### src/design/i2c_master_byte_engine_unit_defines.svh
// Assertion macros used by the I2C master byte engine RTL.
`ifndef I2C_MASTER_BYTE_ENGINE_UNIT_DEFINES_SVH
`define I2C_MASTER_BYTE_ENGINE_UNIT_DEFINES_SVH

// Check a condition in the same cycle as its trigger.
`define I2CMBE_ASSERT_SAME(label, ante, cons, msg) \
  label: assert property (@(posedge clk) disable iff (rst) (ante) |-> (cons)) \
    else $error(msg);

// Check a condition in the cycle after its trigger.
`define I2CMBE_ASSERT_NEXT(label, ante, cons, msg) \
  label: assert property (@(posedge clk) disable iff (rst) (ante) |=> (cons)) \
    else $error(msg);

`endif

### src/design/i2cmbe_pkg.sv
// Types, codes and constants of the I2C master byte engine.
package i2cmbe_pkg;

  localparam int COUNT_WIDTH_DEFAULT = 16;
  localparam int PHASE_W = 4;
  localparam int BIT_W = 3;
  localparam int APB_ADDR_W = 4;
  localparam int APB_DATA_W = 32;

  localparam logic [15:0] DELAY_TICKS_RESET = 16'd10;
  localparam logic [15:0] STRETCH_TIMEOUT_RESET = 16'd1000;
  localparam logic STRETCH_ENABLE_RESET = 1'b1;
  localparam logic [BIT_W-1:0] BIT_FIRST = 3'd7;

  typedef enum logic [2:0] {
    OP_NONE    = 3'd0,
    OP_START   = 3'd1,
    OP_RESTART = 3'd2,
    OP_STOP    = 3'd3,
    OP_WRITE   = 3'd4,
    OP_READ    = 3'd5,
    OP_ACK     = 3'd6
  } op_t;

  typedef enum logic [1:0] {
    REG_DELAY      = 2'd0,
    REG_TIMEOUT    = 2'd1,
    REG_STRETCH_EN = 2'd2
  } reg_idx_t;

  localparam logic [1:0] ST_OK      = 2'd0;
  localparam logic [1:0] ST_NACK    = 2'd1;
  localparam logic [1:0] ST_TIMEOUT = 2'd2;

  typedef enum logic [1:0] {
    WAIT_END  = 2'd0,
    WAIT_HALF = 2'd1,
    WAIT_FULL = 2'd2,
    WAIT_SCL  = 2'd3
  } wait_t;

  typedef struct packed {
    logic               sda_set;
    logic               sda_val;
    logic               scl_set;
    logic               scl_val;
    wait_t              wait_kind;
    logic [PHASE_W-1:0] wait_phase;
    logic               smp_ack;
    logic               smp_bit;
    logic               store;
    logic               bit_dec;
  } step_t;

endpackage

### src/design/i2cmbe_if.sv
// Request and result channel interfaces of the I2C master byte engine.
interface i2cmbe_req_if;
  logic       valid;
  logic       ready;
  logic [2:0] operation;
  logic [7:0] write_data;
  logic       send_ack;
  logic       scl_sense;
  logic       sda_sense;

  modport source (output valid, operation, write_data, send_ack, scl_sense, sda_sense,
                  input ready);
  modport sink (input valid, operation, write_data, send_ack, scl_sense, sda_sense,
                output ready);
endinterface

interface i2cmbe_res_if;
  logic       valid;
  logic       ready;
  logic       scl_release;
  logic       sda_release;
  logic       busy_res;
  logic       done_res;
  logic [7:0] read_data;
  logic [1:0] status;

  modport source (output valid, scl_release, sda_release, busy_res, done_res, read_data,
                  status, input ready);
  modport sink (input valid, scl_release, sda_release, busy_res, done_res, read_data,
                status, output ready);
endinterface

### src/design/i2cmbe_step.sv
// Sequence decode: pin actions and next wait for one entry point of an operation.
module i2cmbe_step import i2cmbe_pkg::*; (
  input  op_t                op,
  input  logic [PHASE_W-1:0] entry,
  input  logic [BIT_W-1:0]   bit_index,
  input  logic [7:0]         shift_byte,
  input  logic               send_ack,
  output step_t              step
);

  logic [BIT_W-1:0] bit_less;

  assign bit_less = bit_index - 1'b1;

  always_comb begin
    step = '0;
    step.wait_kind = WAIT_END;
    case (op)
      OP_START: begin
        case (entry)
          4'd0: begin
            step.sda_set = 1'b1; step.sda_val = 1'b0;
            step.wait_kind = WAIT_HALF; step.wait_phase = 4'd1;
          end
          4'd2: begin
            step.scl_set = 1'b1; step.scl_val = 1'b0;
          end
          default: ;
        endcase
      end
      OP_RESTART: begin
        case (entry)
          4'd0: begin
            step.sda_set = 1'b1; step.sda_val = 1'b1;
            step.scl_set = 1'b1; step.scl_val = 1'b1;
            step.wait_kind = WAIT_SCL; step.wait_phase = 4'd1;
          end
          4'd2: begin
            step.wait_kind = WAIT_HALF; step.wait_phase = 4'd2;
          end
          4'd3: begin
            step.sda_set = 1'b1; step.sda_val = 1'b0;
            step.wait_kind = WAIT_HALF; step.wait_phase = 4'd4;
          end
          4'd5: begin
            step.scl_set = 1'b1; step.scl_val = 1'b0;
          end
          default: ;
        endcase
      end
      OP_STOP: begin
        case (entry)
          4'd0: begin
            step.sda_set = 1'b1; step.sda_val = 1'b0;
            step.wait_kind = WAIT_HALF; step.wait_phase = 4'd1;
          end
          4'd2: begin
            step.scl_set = 1'b1; step.scl_val = 1'b1;
            step.wait_kind = WAIT_SCL; step.wait_phase = 4'd2;
          end
          4'd3: begin
            step.wait_kind = WAIT_HALF; step.wait_phase = 4'd3;
          end
          4'd4: begin
            step.sda_set = 1'b1; step.sda_val = 1'b1;
            step.wait_kind = WAIT_FULL; step.wait_phase = 4'd5;
          end
          default: ;
        endcase
      end
      OP_WRITE: begin
        case (entry)
          4'd0: begin
            step.scl_set = 1'b1; step.scl_val = 1'b0;
            step.sda_set = 1'b1; step.sda_val = shift_byte[bit_index];
            step.wait_kind = WAIT_HALF; step.wait_phase = 4'd2;
          end
          4'd3: begin
            step.scl_set = 1'b1; step.scl_val = 1'b1;
            step.wait_kind = WAIT_SCL; step.wait_phase = 4'd3;
          end
          4'd4: begin
            step.scl_set = 1'b1; step.scl_val = 1'b0;
            step.wait_kind = WAIT_HALF;
            if (bit_index != '0) begin
              step.bit_dec = 1'b1;
              step.sda_set = 1'b1; step.sda_val = shift_byte[bit_less];
              step.wait_phase = 4'd2;
            end else begin
              step.wait_phase = 4'd6;
            end
          end
          4'd7: begin
            step.sda_set = 1'b1; step.sda_val = 1'b1;
            step.wait_kind = WAIT_HALF; step.wait_phase = 4'd8;
          end
          4'd9: begin
            step.scl_set = 1'b1; step.scl_val = 1'b1;
            step.wait_kind = WAIT_SCL; step.wait_phase = 4'd9;
          end
          4'd10: begin
            step.smp_ack = 1'b1;
            step.scl_set = 1'b1; step.scl_val = 1'b0;
          end
          default: ;
        endcase
      end
      OP_READ: begin
        case (entry)
          4'd0: begin
            step.sda_set = 1'b1; step.sda_val = 1'b1;
            step.wait_kind = WAIT_HALF; step.wait_phase = 4'd1;
          end
          4'd2: begin
            step.scl_set = 1'b1; step.scl_val = 1'b1;
            step.wait_kind = WAIT_SCL; step.wait_phase = 4'd2;
          end
          4'd3: begin
            step.smp_bit = 1'b1;
            step.scl_set = 1'b1; step.scl_val = 1'b0;
            step.wait_kind = WAIT_FULL; step.wait_phase = 4'd5;
          end
          4'd6: begin
            if (bit_index != '0) begin
              step.bit_dec = 1'b1;
              step.scl_set = 1'b1; step.scl_val = 1'b1;
              step.wait_kind = WAIT_SCL; step.wait_phase = 4'd2;
            end else begin
              step.store = 1'b1;
            end
          end
          default: ;
        endcase
      end
      OP_ACK: begin
        case (entry)
          4'd0: begin
            step.sda_set = 1'b1; step.sda_val = ~send_ack;
            step.wait_kind = WAIT_HALF; step.wait_phase = 4'd1;
          end
          4'd2: begin
            step.scl_set = 1'b1; step.scl_val = 1'b1;
            step.wait_kind = WAIT_SCL; step.wait_phase = 4'd2;
          end
          4'd3: begin
            step.scl_set = 1'b1; step.scl_val = 1'b0;
          end
          default: ;
        endcase
      end
      default: ;
    endcase
  end

endmodule

### src/design/i2c_master_byte_engine_unit.sv
// Top level of the I2C master byte engine: sequencer state, APB registers, result register.
// Every request beat is one tick of the bus timebase carrying the sampled SCL and SDA levels;
// the engine takes one beat per clock cycle while res.ready is high or no result is pending,
// and registers its result (pin releases, busy, done, last read byte, status) in the output
// register, set by the single decode-and-update pass from the sequencer state. A start occupies
// 1 + half delay beats. Each written bit takes a half delay plus the SCL high time, and each
// read bit a full delay plus the SCL high time. Half delay is (delay_ticks+1)>>1 beats, and
// any wait lasts at least one beat. SCL high time is the beats until SCL reads high, or a
// half delay when stretch checking is off. Requests that arrive while an operation runs
// are ignored.
// Registers: delay_ticks at 0x0, stretch_timeout at 0x4, stretch_enable at 0x8;
// write them only while the engine is idle.
`include "i2c_master_byte_engine_unit_defines.svh"

module i2c_master_byte_engine_unit import i2cmbe_pkg::*; #(
  parameter int COUNT_WIDTH = COUNT_WIDTH_DEFAULT
) (
  input  logic                  clk,
  input  logic                  rst,
  i2cmbe_req_if.sink            req,
  i2cmbe_res_if.source          res,
  input  logic                  psel,
  input  logic                  penable,
  input  logic                  pwrite,
  input  logic [APB_ADDR_W-1:0] paddr,
  input  logic [APB_DATA_W-1:0] pwdata,
  output logic [APB_DATA_W-1:0] prdata,
  output logic                  pready
);

  localparam logic [32:0] CountMax = (33'd1 << COUNT_WIDTH) - 33'd1;

  logic [15:0] delay_ticks;
  logic [15:0] stretch_timeout;
  logic        stretch_enable;

  op_t                    current_op, op_next;
  logic [PHASE_W-1:0]     phase, phase_next;
  logic [COUNT_WIDTH-1:0] delay_count, delay_next;
  logic [COUNT_WIDTH-1:0] stretch_count, stretch_next;
  logic [7:0]             shift_byte, shift_next;
  logic [BIT_W-1:0]       bit_index, bit_next;
  logic                   scl_out, scl_next;
  logic                   sda_out, sda_next;
  logic [1:0]             last_status, status_next;
  logic [7:0]             read_reg, read_next;
  logic                   wait_on_scl, wait_next;
  logic                   done;

  logic                   res_valid;
  logic                   accept;
  logic                   idle;
  logic                   start_ok;
  logic                   run;
  op_t                    run_op;
  logic [PHASE_W-1:0]     entry;
  logic [BIT_W-1:0]       run_bit;
  logic [7:0]             run_shift;
  step_t                  step;
  logic [16:0]            half_sum;
  logic [COUNT_WIDTH-1:0] half_cap, full_cap, timeout_cap, stretch_inc;
  reg_idx_t               wr_idx;

  assign pready = 1'b1;
  assign wr_idx = reg_idx_t'(paddr[APB_ADDR_W-1:2]);

  always_ff @(posedge clk) begin
    if (rst) begin
      delay_ticks     <= DELAY_TICKS_RESET;
      stretch_timeout <= STRETCH_TIMEOUT_RESET;
      stretch_enable  <= STRETCH_ENABLE_RESET;
    end else if (psel && penable && pwrite) begin
      case (wr_idx)
        REG_DELAY:      delay_ticks <= pwdata[15:0];
        REG_TIMEOUT:    stretch_timeout <= pwdata[15:0];
        REG_STRETCH_EN: stretch_enable <= pwdata[0];
        default: ;
      endcase
    end
  end

  always_comb begin
    case (wr_idx)
      REG_DELAY:      prdata = APB_DATA_W'(delay_ticks);
      REG_TIMEOUT:    prdata = APB_DATA_W'(stretch_timeout);
      REG_STRETCH_EN: prdata = APB_DATA_W'(stretch_enable);
      default:        prdata = '0;
    endcase
  end

  assign half_sum = 17'(delay_ticks) + 17'd1;
  assign half_cap = (33'(half_sum[16:1]) > CountMax) ? CountMax[COUNT_WIDTH-1:0]
                                                     : COUNT_WIDTH'(half_sum[16:1]);
  assign full_cap = (33'(delay_ticks) > CountMax) ? CountMax[COUNT_WIDTH-1:0]
                                                  : COUNT_WIDTH'(delay_ticks);
  assign timeout_cap = (33'(stretch_timeout) > CountMax) ? CountMax[COUNT_WIDTH-1:0]
                                                         : COUNT_WIDTH'(stretch_timeout);
  assign stretch_inc = (stretch_count != CountMax[COUNT_WIDTH-1:0])
                       ? stretch_count + 1'b1 : stretch_count;

  assign accept    = req.valid && req.ready;
  assign req.ready = !res_valid || res.ready;
  assign idle      = (current_op == OP_NONE);
  assign start_ok  = (req.operation >= OP_START) && (req.operation <= OP_ACK);
  assign run_op    = idle ? op_t'(req.operation) : current_op;
  assign entry     = idle ? '0 : phase + 1'b1;
  assign run_bit   = idle ? BIT_FIRST : bit_index;
  assign run_shift = idle ? ((req.operation == OP_WRITE) ? req.write_data : '0) : shift_byte;

  i2cmbe_step u_step (
    .op         (run_op),
    .entry      (entry),
    .bit_index  (run_bit),
    .shift_byte (run_shift),
    .send_ack   (req.send_ack),
    .step       (step)
  );

  always_comb begin
    op_next      = current_op;
    phase_next   = phase;
    delay_next   = delay_count;
    stretch_next = stretch_count;
    shift_next   = shift_byte;
    bit_next     = bit_index;
    scl_next     = scl_out;
    sda_next     = sda_out;
    status_next  = last_status;
    read_next    = read_reg;
    wait_next    = wait_on_scl;
    done         = 1'b0;
    run          = 1'b0;

    if (idle) begin
      if (start_ok) begin
        op_next     = run_op;
        phase_next  = '0;
        bit_next    = BIT_FIRST;
        shift_next  = run_shift;
        status_next = ST_OK;
        run         = 1'b1;
      end
    end else if (wait_on_scl) begin
      if (req.scl_sense) begin
        wait_next = 1'b0;
        run       = 1'b1;
      end else begin
        stretch_next = stretch_inc;
        if (stretch_inc >= timeout_cap) begin
          status_next = ST_TIMEOUT;
          op_next     = OP_NONE;
          phase_next  = '0;
          wait_next   = 1'b0;
          done        = 1'b1;
        end
      end
    end else begin
      if (delay_count > COUNT_WIDTH'(1)) begin
        delay_next = delay_count - 1'b1;
      end else begin
        delay_next = '0;
        run        = 1'b1;
      end
    end

    if (run) begin
      if (step.sda_set) sda_next = step.sda_val;
      if (step.scl_set) scl_next = step.scl_val;
      if (step.smp_ack) status_next = req.sda_sense ? ST_NACK : ST_OK;
      if (step.smp_bit && req.sda_sense) shift_next[run_bit] = 1'b1;
      if (step.store) read_next = run_shift;
      if (step.bit_dec) bit_next = run_bit - 1'b1;
      case (step.wait_kind)
        WAIT_HALF: begin
          wait_next  = 1'b0;
          delay_next = half_cap;
          phase_next = step.wait_phase;
        end
        WAIT_FULL: begin
          wait_next  = 1'b0;
          delay_next = full_cap;
          phase_next = step.wait_phase;
        end
        WAIT_SCL: begin
          phase_next = step.wait_phase;
          if (stretch_enable) begin
            wait_next    = 1'b1;
            stretch_next = '0;
          end else begin
            wait_next  = 1'b0;
            delay_next = half_cap;
          end
        end
        default: begin
          op_next    = OP_NONE;
          phase_next = '0;
          done       = 1'b1;
        end
      endcase
    end
  end

  always_ff @(posedge clk) begin
    if (rst) begin
      current_op    <= OP_NONE;
      phase         <= '0;
      delay_count   <= '0;
      stretch_count <= '0;
      shift_byte    <= '0;
      bit_index     <= BIT_FIRST;
      scl_out       <= 1'b1;
      sda_out       <= 1'b1;
      last_status   <= ST_OK;
      read_reg      <= '0;
      wait_on_scl   <= 1'b0;
      res_valid     <= 1'b0;
    end else begin
      if (accept) begin
        current_op    <= op_next;
        phase         <= phase_next;
        delay_count   <= delay_next;
        stretch_count <= stretch_next;
        shift_byte    <= shift_next;
        bit_index     <= bit_next;
        scl_out       <= scl_next;
        sda_out       <= sda_next;
        last_status   <= status_next;
        read_reg      <= read_next;
        wait_on_scl   <= wait_next;
        res_valid     <= 1'b1;
      end else if (res.ready) begin
        res_valid <= 1'b0;
      end
    end
  end

  always_ff @(posedge clk) begin
    if (accept) begin
      res.scl_release <= scl_next;
      res.sda_release <= sda_next;
      res.busy_res    <= (op_next != OP_NONE);
      res.done_res    <= done;
      res.read_data   <= read_next;
      res.status      <= status_next;
    end
  end

  assign res.valid = res_valid;

  `I2CMBE_ASSERT_SAME(a_done_not_busy, res_valid && res.done_res, !res.busy_res, "done with busy set")
  `I2CMBE_ASSERT_SAME(a_scl_wait_busy, wait_on_scl, current_op != OP_NONE, "SCL wait while idle")
  `I2CMBE_ASSERT_SAME(a_phase_busy, phase != '0, current_op != OP_NONE, "phase left while idle")
  `I2CMBE_ASSERT_NEXT(a_beat_result, accept, res_valid, "accepted beat gave no result")

endmodule
### src/flat_wrapper.sv
// flat-port wrapper written by rule: the top's interface ports become plain ports
module i2c_master_byte_engine_unit_flat import i2cmbe_pkg::*;
#(
  parameter int COUNT_WIDTH = COUNT_WIDTH_DEFAULT
)
  (clk, rst, psel, penable, pwrite, paddr, pwdata, prdata, pready, req_valid, req_operation, req_write_data, req_send_ack, req_scl_sense, req_sda_sense, req_ready, res_valid, res_scl_release, res_sda_release, res_busy_res, res_done_res, res_read_data, res_status, res_ready);
  i2cmbe_req_if req_i ();
  i2cmbe_res_if res_i ();
  input  logic clk;
  input  logic rst;
  input  logic psel;
  input  logic penable;
  input  logic pwrite;
  input  logic [APB_ADDR_W-1:0] paddr;
  input  logic [APB_DATA_W-1:0] pwdata;
  output logic [APB_DATA_W-1:0] prdata;
  output logic pready;
  input wire logic [$bits(req_i.valid)-1:0] req_valid;
  input wire logic [$bits(req_i.operation)-1:0] req_operation;
  input wire logic [$bits(req_i.write_data)-1:0] req_write_data;
  input wire logic [$bits(req_i.send_ack)-1:0] req_send_ack;
  input wire logic [$bits(req_i.scl_sense)-1:0] req_scl_sense;
  input wire logic [$bits(req_i.sda_sense)-1:0] req_sda_sense;
  output wire logic [$bits(req_i.ready)-1:0] req_ready;
  output wire logic [$bits(res_i.valid)-1:0] res_valid;
  output wire logic [$bits(res_i.scl_release)-1:0] res_scl_release;
  output wire logic [$bits(res_i.sda_release)-1:0] res_sda_release;
  output wire logic [$bits(res_i.busy_res)-1:0] res_busy_res;
  output wire logic [$bits(res_i.done_res)-1:0] res_done_res;
  output wire logic [$bits(res_i.read_data)-1:0] res_read_data;
  output wire logic [$bits(res_i.status)-1:0] res_status;
  input wire logic [$bits(res_i.ready)-1:0] res_ready;
  assign req_i.valid = req_valid;
  assign req_i.operation = req_operation;
  assign req_i.write_data = req_write_data;
  assign req_i.send_ack = req_send_ack;
  assign req_i.scl_sense = req_scl_sense;
  assign req_i.sda_sense = req_sda_sense;
  assign req_ready = req_i.ready;
  assign res_valid = res_i.valid;
  assign res_scl_release = res_i.scl_release;
  assign res_sda_release = res_i.sda_release;
  assign res_busy_res = res_i.busy_res;
  assign res_done_res = res_i.done_res;
  assign res_read_data = res_i.read_data;
  assign res_status = res_i.status;
  assign res_i.ready = res_ready;
  i2c_master_byte_engine_unit #(.COUNT_WIDTH(COUNT_WIDTH)) u_core (.clk(clk), .rst(rst), .req(req_i), .res(res_i), .psel(psel), .penable(penable), .pwrite(pwrite), .paddr(paddr), .pwdata(pwdata), .prdata(prdata), .pready(pready));
endmodule
### config.mk
export PLATFORM = sky130hd
export DESIGN_NAME = i2c_master_byte_engine_unit_flat
export DESIGN_NICKNAME = d
export VERILOG_FILES = /design/src/design/i2cmbe_pkg.sv /design/src/design/i2cmbe_if.sv /design/src/design/i2cmbe_step.sv /design/src/design/i2c_master_byte_engine_unit.sv /design/src/flat_wrapper.sv
export VERILOG_INCLUDE_DIRS = /design/src /design/src/design
export SDC_FILE = /design/constraint.sdc
export NUM_CORES = 1
export LEC_CHECK = 0
export BUFFER_PORTS_ARGS = -buffer_cell sky130_fd_sc_hd__buf_2
export CAP_MARGIN = 10
export CORE_MARGIN = 3
export CORE_UTILIZATION = 53
export DETAILED_ROUTE_END_ITERATION = 12
export PLACE_DENSITY = 0.83
export SYNTH_ARGS = -nofsm -noshare
export SYNTH_HDL_FRONTEND = slang
export SYNTH_SLANG_ARGS = --single-unit
### constraint.sdc
create_clock -name clk -period 3.3 [get_ports clk]
set_input_delay 0.165 -clock clk [delete_from_list [all_inputs] [get_ports clk]]
set_output_delay 0.165 -clock clk [all_outputs]
set_load 0.01 [all_outputs]
Word-level counts from Yosys, hierarchy flattened
Cells that the tools add are included.
{"block": "totals", "out_inout_bits": 49, "wordCells": 194, "reg_bits": 111}
{"block": "op_classes", "n_addsub": 5, "muxes": 112, "reduce_logical": 24, "eq_ne": 23, "bitwise_logic": 2, "n_lt_le_gt_ge": 7}
{"cell": "2-to-1 mux 16 bit", "count": 12}
{"cell": "case mux 16 bit (3 select lines)", "count": 2}
{"cell": "2-to-1 mux 8 bit", "count": 9}
{"cell": "case mux 10 bit (6 select lines)", "count": 1}
{"cell": "case mux 6 bit (4 select lines)", "count": 2}
{"cell": "2-to-1 mux 3 bit", "count": 14}
{"cell": "2-to-1 mux 1 bit", "count": 33}
{"cell": "2-to-1 mux 4 bit", "count": 8}
{"cell": "2-to-1 mux 2 bit", "count": 15}
{"cell": "case mux 6 bit (5 select lines)", "count": 1}
{"cell": "case mux 2 bit (2 select lines)", "count": 5}
{"cell": "case mux 6 bit (3 select lines)", "count": 1}
{"cell": "adder 16 x 1 -> 17 bit (second input constant)", "count": 1}
{"cell": "adder 16 x 1 -> 16 bit (second input constant)", "count": 1}
{"cell": "== test 4 x 3 -> 1 bit (second input constant)", "count": 4}
{"cell": ">= comparator 16 bit", "count": 1}
{"cell": "greater-than comparator 16 x 1 -> 1 bit (second input constant)", "count": 1}
{"cell": "!= test 16 bit (second input constant)", "count": 1}
{"cell": "subtractor 16 x 1 -> 16 bit (second input constant)", "count": 1}
{"cell": "== test 3 bit (second input constant)", "count": 4}
{"cell": "case mux 2 bit (3 select lines)", "count": 2}
{"cell": "case mux 6 bit (2 select lines)", "count": 1}
{"cell": "nonzero test 3 bit", "count": 4}
{"cell": "== test 4 x 2 -> 1 bit (second input constant)", "count": 2}
{"cell": "29 further kinds", "count": 47}

Longest topological paths before layout
Gate-level depths: netlist of run 1.
{"block": "depth", "ltp_word": 13, "ltp_mapped": 18, "ltp_nobuf": 17}

Hierarchy
Synthesis of run 1 repeated with hierarchy kept, for this count alone.
{"block": "hier_totals", "cells_unflattened": 983, "hier_area_um2": 7744.9}
{"module": "i2c_master_byte_engine_unit", "area_each_um2": 6884.1, "cells_each": 852, "instances": 1}
{"module": "i2cmbe_step", "area_each_um2": 860.8, "cells_each": 131, "instances": 1}

Worst setup path after synthesis of run 1
Ideal clock, no wire load.
{"block": "synth_timing", "kind": "register to register", "start": "register u_core.stretch_count[2]", "end": "register u_core.res.done_res (data pin)", "stages_incl_launch_ff": 19, "slack_ns": -0.204, "arrival_time_ns": 3.242, "required_ns": 3.038, "n_path_buf": 1, "cell_sequence": "dfxtp_1 -> clkbuf_1 -> nand3_1 -> nor3_1 -> nand4_1 -> nand2_1 -> nor3_1 -> and3_1 -> nand3_1 -> xnor2_1 -> ha_1 -> a21o_1 -> a21oi_1 -> o21ai_0 -> a21oi_1 -> nor2_1 -> nand2_1 -> inv_1 -> or2_2"}
{"block": "synth_between", "elab_chain_cells": 9, "word_cells_on_any_way": 10, "cone_classes": "add/sub: 1; order compare: 1; eq/ne: 1; mux: 7"}
{"item": "from (decl)", "line": "i2c_master_byte_engine_unit.sv:40", "source": "logic [COUNT_WIDTH-1:0] stretch_count, stretch_next;"}
{"item": "from (signal assigned)", "line": "i2c_master_byte_engine_unit.sv:222", "source": "stretch_count <= stretch_next;"}
{"item": "adder 16 x 1 -> 16 bit or != test 16 bit (tied branches)", "line": "i2c_master_byte_engine_unit.sv:99, i2c_master_byte_engine_unit.sv:98"}
{"item": "2-to-1 mux 16 bit (*)", "line": "i2c_master_byte_engine_unit.sv:99", "source": "? stretch_count + 1'b1 : stretch_count;"}
{"item": ">= comparator 16 bit (*)", "line": "i2c_master_byte_engine_unit.sv:149", "source": "if (stretch_inc >= timeout_cap) begin"}
{"item": "2-to-1 mux 1 bit (*)", "line": "i2c_master_byte_engine_unit.sv:149"}
{"item": "2-to-1 mux 1 bit (*)", "line": "i2c_master_byte_engine_unit.sv:144", "source": "if (req.scl_sense) begin"}
{"item": "2-to-1 mux 1 bit (*)", "line": "i2c_master_byte_engine_unit.sv:143", "source": "end else if (wait_on_scl) begin"}
{"item": "2-to-1 mux 1 bit (*)", "line": "i2c_master_byte_engine_unit.sv:134", "source": "if (idle) begin"}
{"item": "2-to-1 mux 1 bit", "line": "i2c_master_byte_engine_unit.sv:173", "source": "case (step.wait_kind)"}
{"item": "2-to-1 mux 1 bit (*)", "line": "i2c_master_byte_engine_unit.sv:166", "source": "if (run) begin"}
{"item": "net u_core.done", "line": "i2c_master_byte_engine_unit.sv:48", "source": "logic done;"}
{"item": "to (signal assigned)", "line": "i2c_master_byte_engine_unit.sv:242", "source": "res.done_res <= done;"}
{"item": "to (decl)", "line": "i2cmbe_if.sv:27", "source": "modport source (output valid, scl_release, sda_release, busy_res, done_res, read_data,"}
The timed path passes the listed nets; every way through them passes the cells marked *.
A chain may end at the register's enable or synchronous reset.

Worst setup path in the final report of run 1
{"block": "layout_timing", "start": "register u_core.stretch_count[0]", "end": "register u_core.res.done_res (data pin)"}
The elaborated chain is that of the path after synthesis.

==> results of run 1 <==
## power breakdown
part / total, mW / internal (mW) / switching (mW)
sequential: 1.49 / 1.43 / 0.0590
combinational: 1.12 / 0.419 / 0.700
clock: 1.13 / 0.571 / 0.555
## final cells by class
cell class | instances | area (um2)
Multi-Input combinational cell | 852 | 5320
Fill cell | 1243 | 5290
Sequential cell | 111 | 2370
Timing Repair Buffer | 148 | 940
Clock buffer | 10 | 250
Tap cell | 184 | 230
Inverter | 37 | 139
Clock inverter | 6 | 48.8
## cells in the final DEF (no fill, tap or decap), types with 6 or more instances in the layout
| cell | synthesis | final |
|---|---|---|
| or3_1 | 15 | 14 |
| buf_4 | 18 | 77 |
| mux2i_1 | 26 | 26 |
| nand4_1 | 22 | 22 |
| clkbuf_16 | 0 | 10 |
| a21oi_1 | 112 | 111 |
| nor3_1 | 26 | 21 |
| a211oi_1 | 7 | 6 |
| and3_1 | 9 | 8 |
| o211ai_1 | 8 | 8 |
| nand2b_1 | 13 | 13 |
| o21ai_0 | 45 | 43 |
| xor2_1 | 17 | 17 |
| nor2b_1 | 7 | 6 |
| nand2_1 | 171 | 169 |
| nand3_1 | 43 | 37 |
| a22oi_1 | 7 | 7 |
| and2_1 | 8 | 8 |
| inv_1 | 37 | 36 |
| a31oi_1 | 13 | 13 |
| dfxtp_2 | 0 | 7 |
| o21ai_1 | 8 | 9 |
| dfxtp_1 | 97 | 89 |
| conb_1 | 2 | 17 |
| nor4_1 | 9 | 8 |
| ha_1 | 23 | 21 |
| xnor2_1 | 23 | 22 |
| edfxtp_1 | 14 | 14 |
| nor2_1 | 103 | 99 |
| a21o_1 | 15 | 15 |
| buf_2 | 15 | 70 |
| a32o_1 | 6 | 6 |
## worst paths after layout
check        slack (ns)                     to  cells after the start
min reg2reg        0.46     u_core.read_reg[5]                      2
max               -0.12    u_core.res.done_res                     18
min                0.03  u_core.delay_ticks[3]                      3
max reg2reg       -0.12    u_core.res.done_res                     18
## synthesized netlist by cell type, drive strengths merged (18+ instances only)
master,n
buf,40
nor2,105
mux2i,26
ha,23
inv,37
dfxtp,97
nor3,26
xnor2,25
nand2,171
clkbuf,44
nand3,44
o21ai,53
nand4,22
xor2,18
a21oi,116
## per-layer routing
layer / vias to the layer above / wire length, um
met5: - / 0
met4: 0 / 729
met3: 63 / 1820
met2: 405 / 10600
met1: 3772 / 9630
li1: 3961 / -
## timing repair
action | in CTS | in global routing
hold endpoints to repair | 0 | 0
resized for setup | 15 | 25
setup buffers | 5 | 2
pin swaps | 12 | 22
setup endpoints to repair | 13 | 27
## worst register-to-register path, cell delays in order (launching register included)
cell     delay [ns]
dfxtp_4        0.35
ha_4           0.15
and4_1         0.14
nand4_1        0.11
buf_6          0.15
nand3_4        0.10
nor4_2         0.16
buf_4          0.16
xor2_1         0.21
ha_1           0.30
a21o_1         0.19
a21o_1         0.18
a21oi_1        0.15
o21ai_1        0.08
a21oi_2        0.24
nor2_4         0.11
nand2_2        0.12
inv_2          0.04
or2_4          0.23
## logic make-up after synthesis
| logic type | synth area share |
|---|---|
| xor+xnor | 0.0516 |
| other cells | 0.000944 |
| mux | 0.0469 |
| buf+inv | 0.0708 |
| compound gates | 0.214 |
| flops | 0.297 |
| simple gates | 0.282 |
| fa+ha+maj | 0.0362 |
## through the flow
stage	hold WS, ns	cells
final	0.0317	1348
after global routing	0.0276	1348
after CTS	0.0240	1346
after detailed placement	0.404	1325
after global placement	0.396	1325
after floorplan	0.289	1084
==> results.md, run 1 <==
* DR WL/cell at 16.9 um
* Peak Freq at 0.293 GHz
* Period utilization at 1.04
* Final core occ at 0.638
* Clk Latency, worst-skew pair at 0.37 ns
* H-tree depth at 3
* Root buffer cell: clkbuf_16
* Die extent in x at 128 um
* GR Util met3 at 0.0606
* Arr. time, crit path at 3.54 ns
* Vias in the first global route at 7513
* EDFF count, synth at 14
* Status: finished, violations left
* Ys async rst share at 0
* Starting density of the core at 0.545
* Full die area at 0.0165 mm2
* Std-Cell Core Area at 0.0146 mm2
* Ratio of cells with drive above 1 in the final layout at 0.204
* Failing checks: negative setup slack
* Setup crit start kind: flip-flop
* Clk slew on worst S/H paths at 0.08 ns
* Largest delay share family, worst path: simple AND/OR/NAND/NOR gates
* Number of diodes at 0
* CP Launch Point: u_core.stretch_count[0]
* Max-Cap Viols at 0
* Largest net degree at the start of global routing at 42
* Final setup vio count at 10
* Hold Buf Count CTS at 0
* Total gr overflow at 0
* Critical Path Max Stage Delay at 0.35 ns
* Grt peak-use layer: met2
* Clock sinks at 111
* Pwr dens at 401 mW/mm2
* Synth top area share at 0.244
* Worst Tran Pin Value at 1.10 ns
* Fin nets at 1239
* DP Area at 0.00877 mm2
* Max Fanout on Critical Path at 4
* Setup CP Type: flip-flop to flip-flop
* Sequential area share after synthesis at 0.297
* First-pass GRT wire length at 36400 um
* Design area at 0.00930 mm2
* Buffers on Ports at 70
* Min Clock Period, post-route at 3.42 ns
* Longest Clk Path Bufs at 2
* Critical-path cell list: ha_4 -> and4_1 -> nand4_1 -> buf_6 -> nand3_4 -> nor4_2 -> buf_4 -> xor2_1 -> ha_1 -> a21o_1 -> a21o_1 -> a21oi_1 -> o21ai_1 -> a21oi_2 -> nor2_4 -> nand2_2 -> inv_2 -> or2_4
* Worst setup margin at -0.116 ns
* I/O pin count at 106
* Critical path buffer and inverter count at 3
* Setup slack at placement at -0.228 ns
* Met2 Track Usage GR at 0.437
* Clk_skew at 0.00947 ns
* Top cell by count, worst path: a21o_1
* WP data required at 3.42 ns
* Drc violations at 0
* Initial DRT Pass Iterations at 6
* Post-Syn Area at 0.00795 mm2
* Vias after detailed routing at 8201
* Final hold vios at 0
* Worst VDD drop at 364 uV
* Antenna-violating nets left at 0
* Routability congestion estimate at 0.943
* Synth-to-Final Area Change at 17.0%
* RSZ-0062 raised after global routing: yes
* Die height at 128 um
* Number of vias per cell at 6.08
* Initial antenna violation count at 0
* FP Rows at 44
* Reg-to-Reg Start: u_core.stretch_count[0]
* Min-delay src: pwdata[3]
* Post-synth top area cell: dfxtp_1
* Top post-synthesis cells by area: dfxtp_1, nand2_1, a21oi_1, edfxtp_1, nor2_1
* TritonCTS Buffers at 9
* Synth Flop Type: dfxtp_1
* Post-synthesis cell count at 1069
* Worst Setup End Kind: flip-flop
* Grt met1 use at 0.347
* CTS tree: yes
* Synth Area per Inst at 7.44 um2
* Fin. max-slew vios at 0
* Rel. slew slack at 0.268
* Synthesized flop and latch total at 111
* Synth cell types at 90
* Total track usage at 0.268
* Worst Hold Class: primary input to flip-flop
* Initial DRC Count at 843
* Ys Warns at 0
* HPWL Detailed at 16200 um
* Leak at 3.74 nW
* Final WL at 22800 um
* Total power draw at 3.73 mW
* CP max stage cell: dfxtp_4
* Setup TNS at -0.470 ns
Power figures use the tool's default switching activity.
==> run 2, diff against run 1 <==
- CELL_PAD_IN_SITES_DETAIL_PLACEMENT: unset -> 0
- CELL_PAD_IN_SITES_GLOBAL_PLACEMENT: unset -> 1
- CORE_UTILIZATION: 53 -> 39
- PLACE_DENSITY: 0.83 -> 0.84
==> run 2 against run 1 <==
The run still ends with negative setup slack left. Worst setup slack better by 0.087 ns. Global-route usage shrank 5.5 points. Cell area grew 2.7%. Critical path depth is the same. Total power rose by 3.6%. Combinational power increased by 4%. Clock power is 7% higher. Routed wire length grew 5.4%. Critical endpoint is now u_core.phase[0].
==> results.md, run 2 (synthesized netlist as in run 1, its figures left out) <==
* Final core occ at 0.484 (was 0.638)
* DP Area at 0.00890 mm2 (was 0.00877 mm2)
* Number of vias per cell at 5.64 (was 6.08)
* Gate power share at 0.301 (was 0.300)
* Sequential Power Share at 0.386 (was 0.399)
* Leak at 3.83 nW (was 3.74 nW)
* Worst hold stages at 3 (unchanged)
* Largest net degree at the start of global routing at 46 (was 42)
* Ratio of cells with drive above 1 in the final layout at 0.217 (was 0.204)
* Worst Setup End Kind: flip-flop (unchanged)
* Antenna-violating nets left at 0 (unchanged)
* Worst setup margin at -0.0288 ns (was -0.116 ns)
* Full die area at 0.0221 mm2 (was 0.0165 mm2)
* Fin. max-slew vios at 0 (unchanged)
* Setup TNS at -0.0940 ns (was -0.470 ns)
* Worst Tran Pin Value at 0.995 ns (was 1.10 ns)
* Worst VDD drop at 242 uV (was 364 uV)
* TritonCTS Buffers at 9 (unchanged)
* H-tree depth at 3 (unchanged)
* Design area at 0.00955 mm2 (was 0.00930 mm2)
* Clk slew on worst S/H paths at 0.09 ns (was 0.08 ns)
* Min-delay src: req_valid (was pwdata[3])
* Root buffer cell: clkbuf_16 (unchanged)
* Die height at 149 um (was 128 um)
* Synth-to-Final Area Change at 20.1% (was 17.0%)
* Final setup vio count at 4 (was 10)
* Switching Share at 0.358 (was 0.352)
* Std-Cell Core Area at 0.0197 mm2 (was 0.0146 mm2)
* Hold WS at 0.0296 ns (was 0.0317 ns)
* Clock sinks at 111 (unchanged)
* Switch Pwr at 1.38 mW (was 1.31 mW)
* Setup CP Type: flip-flop to flip-flop (unchanged)
* Die extent in x at 149 um (was 128 um)
* Final hold vios at 0 (unchanged)
* Failing checks: negative setup slack (unchanged)
* Routed met3 length at 1300 um (was 1820 um)
* RSZ-0062 raised after global routing: yes (unchanged)
* Total track usage at 0.214 (was 0.268)
* Drc violations at 0 (unchanged)
* R2R Setup Slk at -0.03 ns (was -0.12 ns)
* Peak Freq at 0.300 GHz (was 0.293 GHz)
* Fin nets at 1248 (was 1239)
* Arr. time, crit path at 3.63 ns (was 3.54 ns)
* FP Rows at 51 (was 44)
* Worst Hold Class: primary input to flip-flop (unchanged)
* Initial DRC Count at 482 (was 843)
* Number of diodes at 0 (unchanged)
* I/O pin count at 106 (unchanged)
* HPWL Detailed at 17300 um (was 16200 um)
* Rel. slew slack at 0.336 (was 0.268)
* Min Clock Period, post-route at 3.33 ns (was 3.42 ns)
* Commonest non-fill, non-tap cell in the layout: nand2_1 (unchanged)
* Setup crit start kind: flip-flop (unchanged)
* Met1 WL at 11400 um (was 9630 um)
* Internal Pwr Total at 2.48 mW (was 2.42 mW)
* Seq. cell area at 0.00237 mm2 (unchanged)
* Hold Buf Count CTS at 0 (unchanged)
* Fillcell total at 1965 (was 1243)
* Routability congestion estimate at 0.953 (was 0.943)
* Longest Clk Path Bufs at 2 (unchanged)
* Starting density of the core at 0.403 (was 0.545)
* Buffers on Ports at 70 (unchanged)
* Most frequent cells in the layout: nand2_1, a21oi_1, nor2_1 (unchanged)
* Area occupied by multi-input gates at 0.00536 mm2 (was 0.00532 mm2)
* Max-Cap Viols at 0 (unchanged)
* Pwr dens at 405 mW/mm2 (was 401 mW/mm2)
* Max layer used: met4 (unchanged)
* Total gr overflow at 0 (unchanged)
* Reg-to-Reg Start: u_core.stretch_count[0] (unchanged)
* Vias in the first global route at 7643 (was 7513)
* Status: finished, violations left (unchanged)
* Vias after detailed routing at 8117 (was 8201)
* Clk Latency, worst-skew pair at 0.37 ns (about the same)
* Initial antenna violation count at 0 (unchanged)
* Total power draw at 3.87 mW (was 3.73 mW)
* Final WL at 24000 um (was 22800 um)
* Metal2 WL at 11000 um (was 10600 um)
* Clk_skew at 0.0160 ns (was 0.00947 ns)
* WP data required at 3.60 ns (was 3.42 ns)
* Hold EP: u_core.res.valid (was u_core.delay_ticks[3])
* Period utilization at 1.01 (was 1.04)
* Clock group share of total power at 0.313 (was 0.302)
* First-pass GRT wire length at 39000 um (was 36400 um)
* Initial DRT Pass Iterations at 7 (was 6)
* DR WL/cell at 16.7 um (was 16.9 um)
* CTS tree: yes (unchanged)
* R2R cell count at 18 (unchanged)
* Reg2reg end: u_core.phase[0] (was u_core.res.done_res)
* Max Fanout on Critical Path at 6 (was 4)
==> run 2: changes by cell type in the layout (fill, tap and decap cells not counted), sizes merged <==
cell / previous run / this run
clkbuf: 10 / 9
buf: 148 / 157
bufinv: 0 / 1
==> run 2: cell type report <==
| type | instances | area share |
|---|---|---|
| Timing Repair Buffer | 157 | 0.107 |
| Clock inverter | 7 | 0.0102 |
| Tap cell | 265 | 0.0347 |
| Multi-Input combinational cell | 852 | 0.562 |
| Inverter | 37 | 0.0145 |
| Clock buffer | 9 | 0.0236 |
| Sequential cell | 111 | 0.249 |
==> run 2: power by group through the flow <==
stage | registers (mW) | logic (mW) | clock network (mW)
floorplan | 1.51 | 0.771 | 0
global placement | 1.52 | 1.10 | 0
detailed placement | 1.52 | 1.10 | 0
CTS | 1.49 | 1.11 | 1.23
global route | 1.50 | 1.29 | 1.26
finish | 1.49 | 1.17 | 1.21
==> run 2: worst max path at each step <==
stage / start / to / slack [ns] / depth (start not counted)
finish: u_core.stretch_count[0] / u_core.phase[0] / -0.03 / 18
detailed placement: u_core.stretch_count[0] / u_core.phase[2] / -0.16 / 18
CTS: u_core.stretch_count[0] / u_core.phase[3] / 0.002 / 18
global placement: u_core.stretch_count[0] / u_core.phase[2] / -0.06 / 17
global route: u_core.stretch_count[0] / u_core.phase[0] / -0.23 / 18
floorplan: u_core.stretch_count[0] / u_core.res.done_res / -0.04 / 17
==> run 2: worst max-delay path, stage by stage (launching register included) <==
cell,delay [ns]
dfxtp_4,0.36
ha_4,0.15
and4_1,0.14
nand4_1,0.12
nand3_2,0.14
buf_6,0.16
nor2_4,0.14
xnor2_2,0.14
ha_1,0.27
a2111o_1,0.42
a31oi_1,0.17
o21ai_1,0.11
a21oi_2,0.17
buf_4,0.16
nor2_4,0.05
o21ai_4,0.22
buf_4,0.15
nand2_1,0.06
a21oi_2,0.13
==> run 2: what timing repair did <==
action / CTS / global route
pin swaps: 17 / 28
setup endpoints to repair: 13 / 42
gates resized for setup: 17 / 37
buffers inserted: 7 / 5
==> run 2: stage by stage <==
stage               instances  worst slack, ns
floorplan                1084          -0.0365
CTS                      1433          0.00158
detailed placement       1410           -0.164
global route             1438           -0.227
finish                   1438          -0.0288
global placement         1410          -0.0614
==> run 2: metal layers <==
metal	vias up	track usage
met5	-	0
li1	3984	-
met2	271	0.342
met3	32	0.0261
met4	0	0.0513
met1	3830	0.309
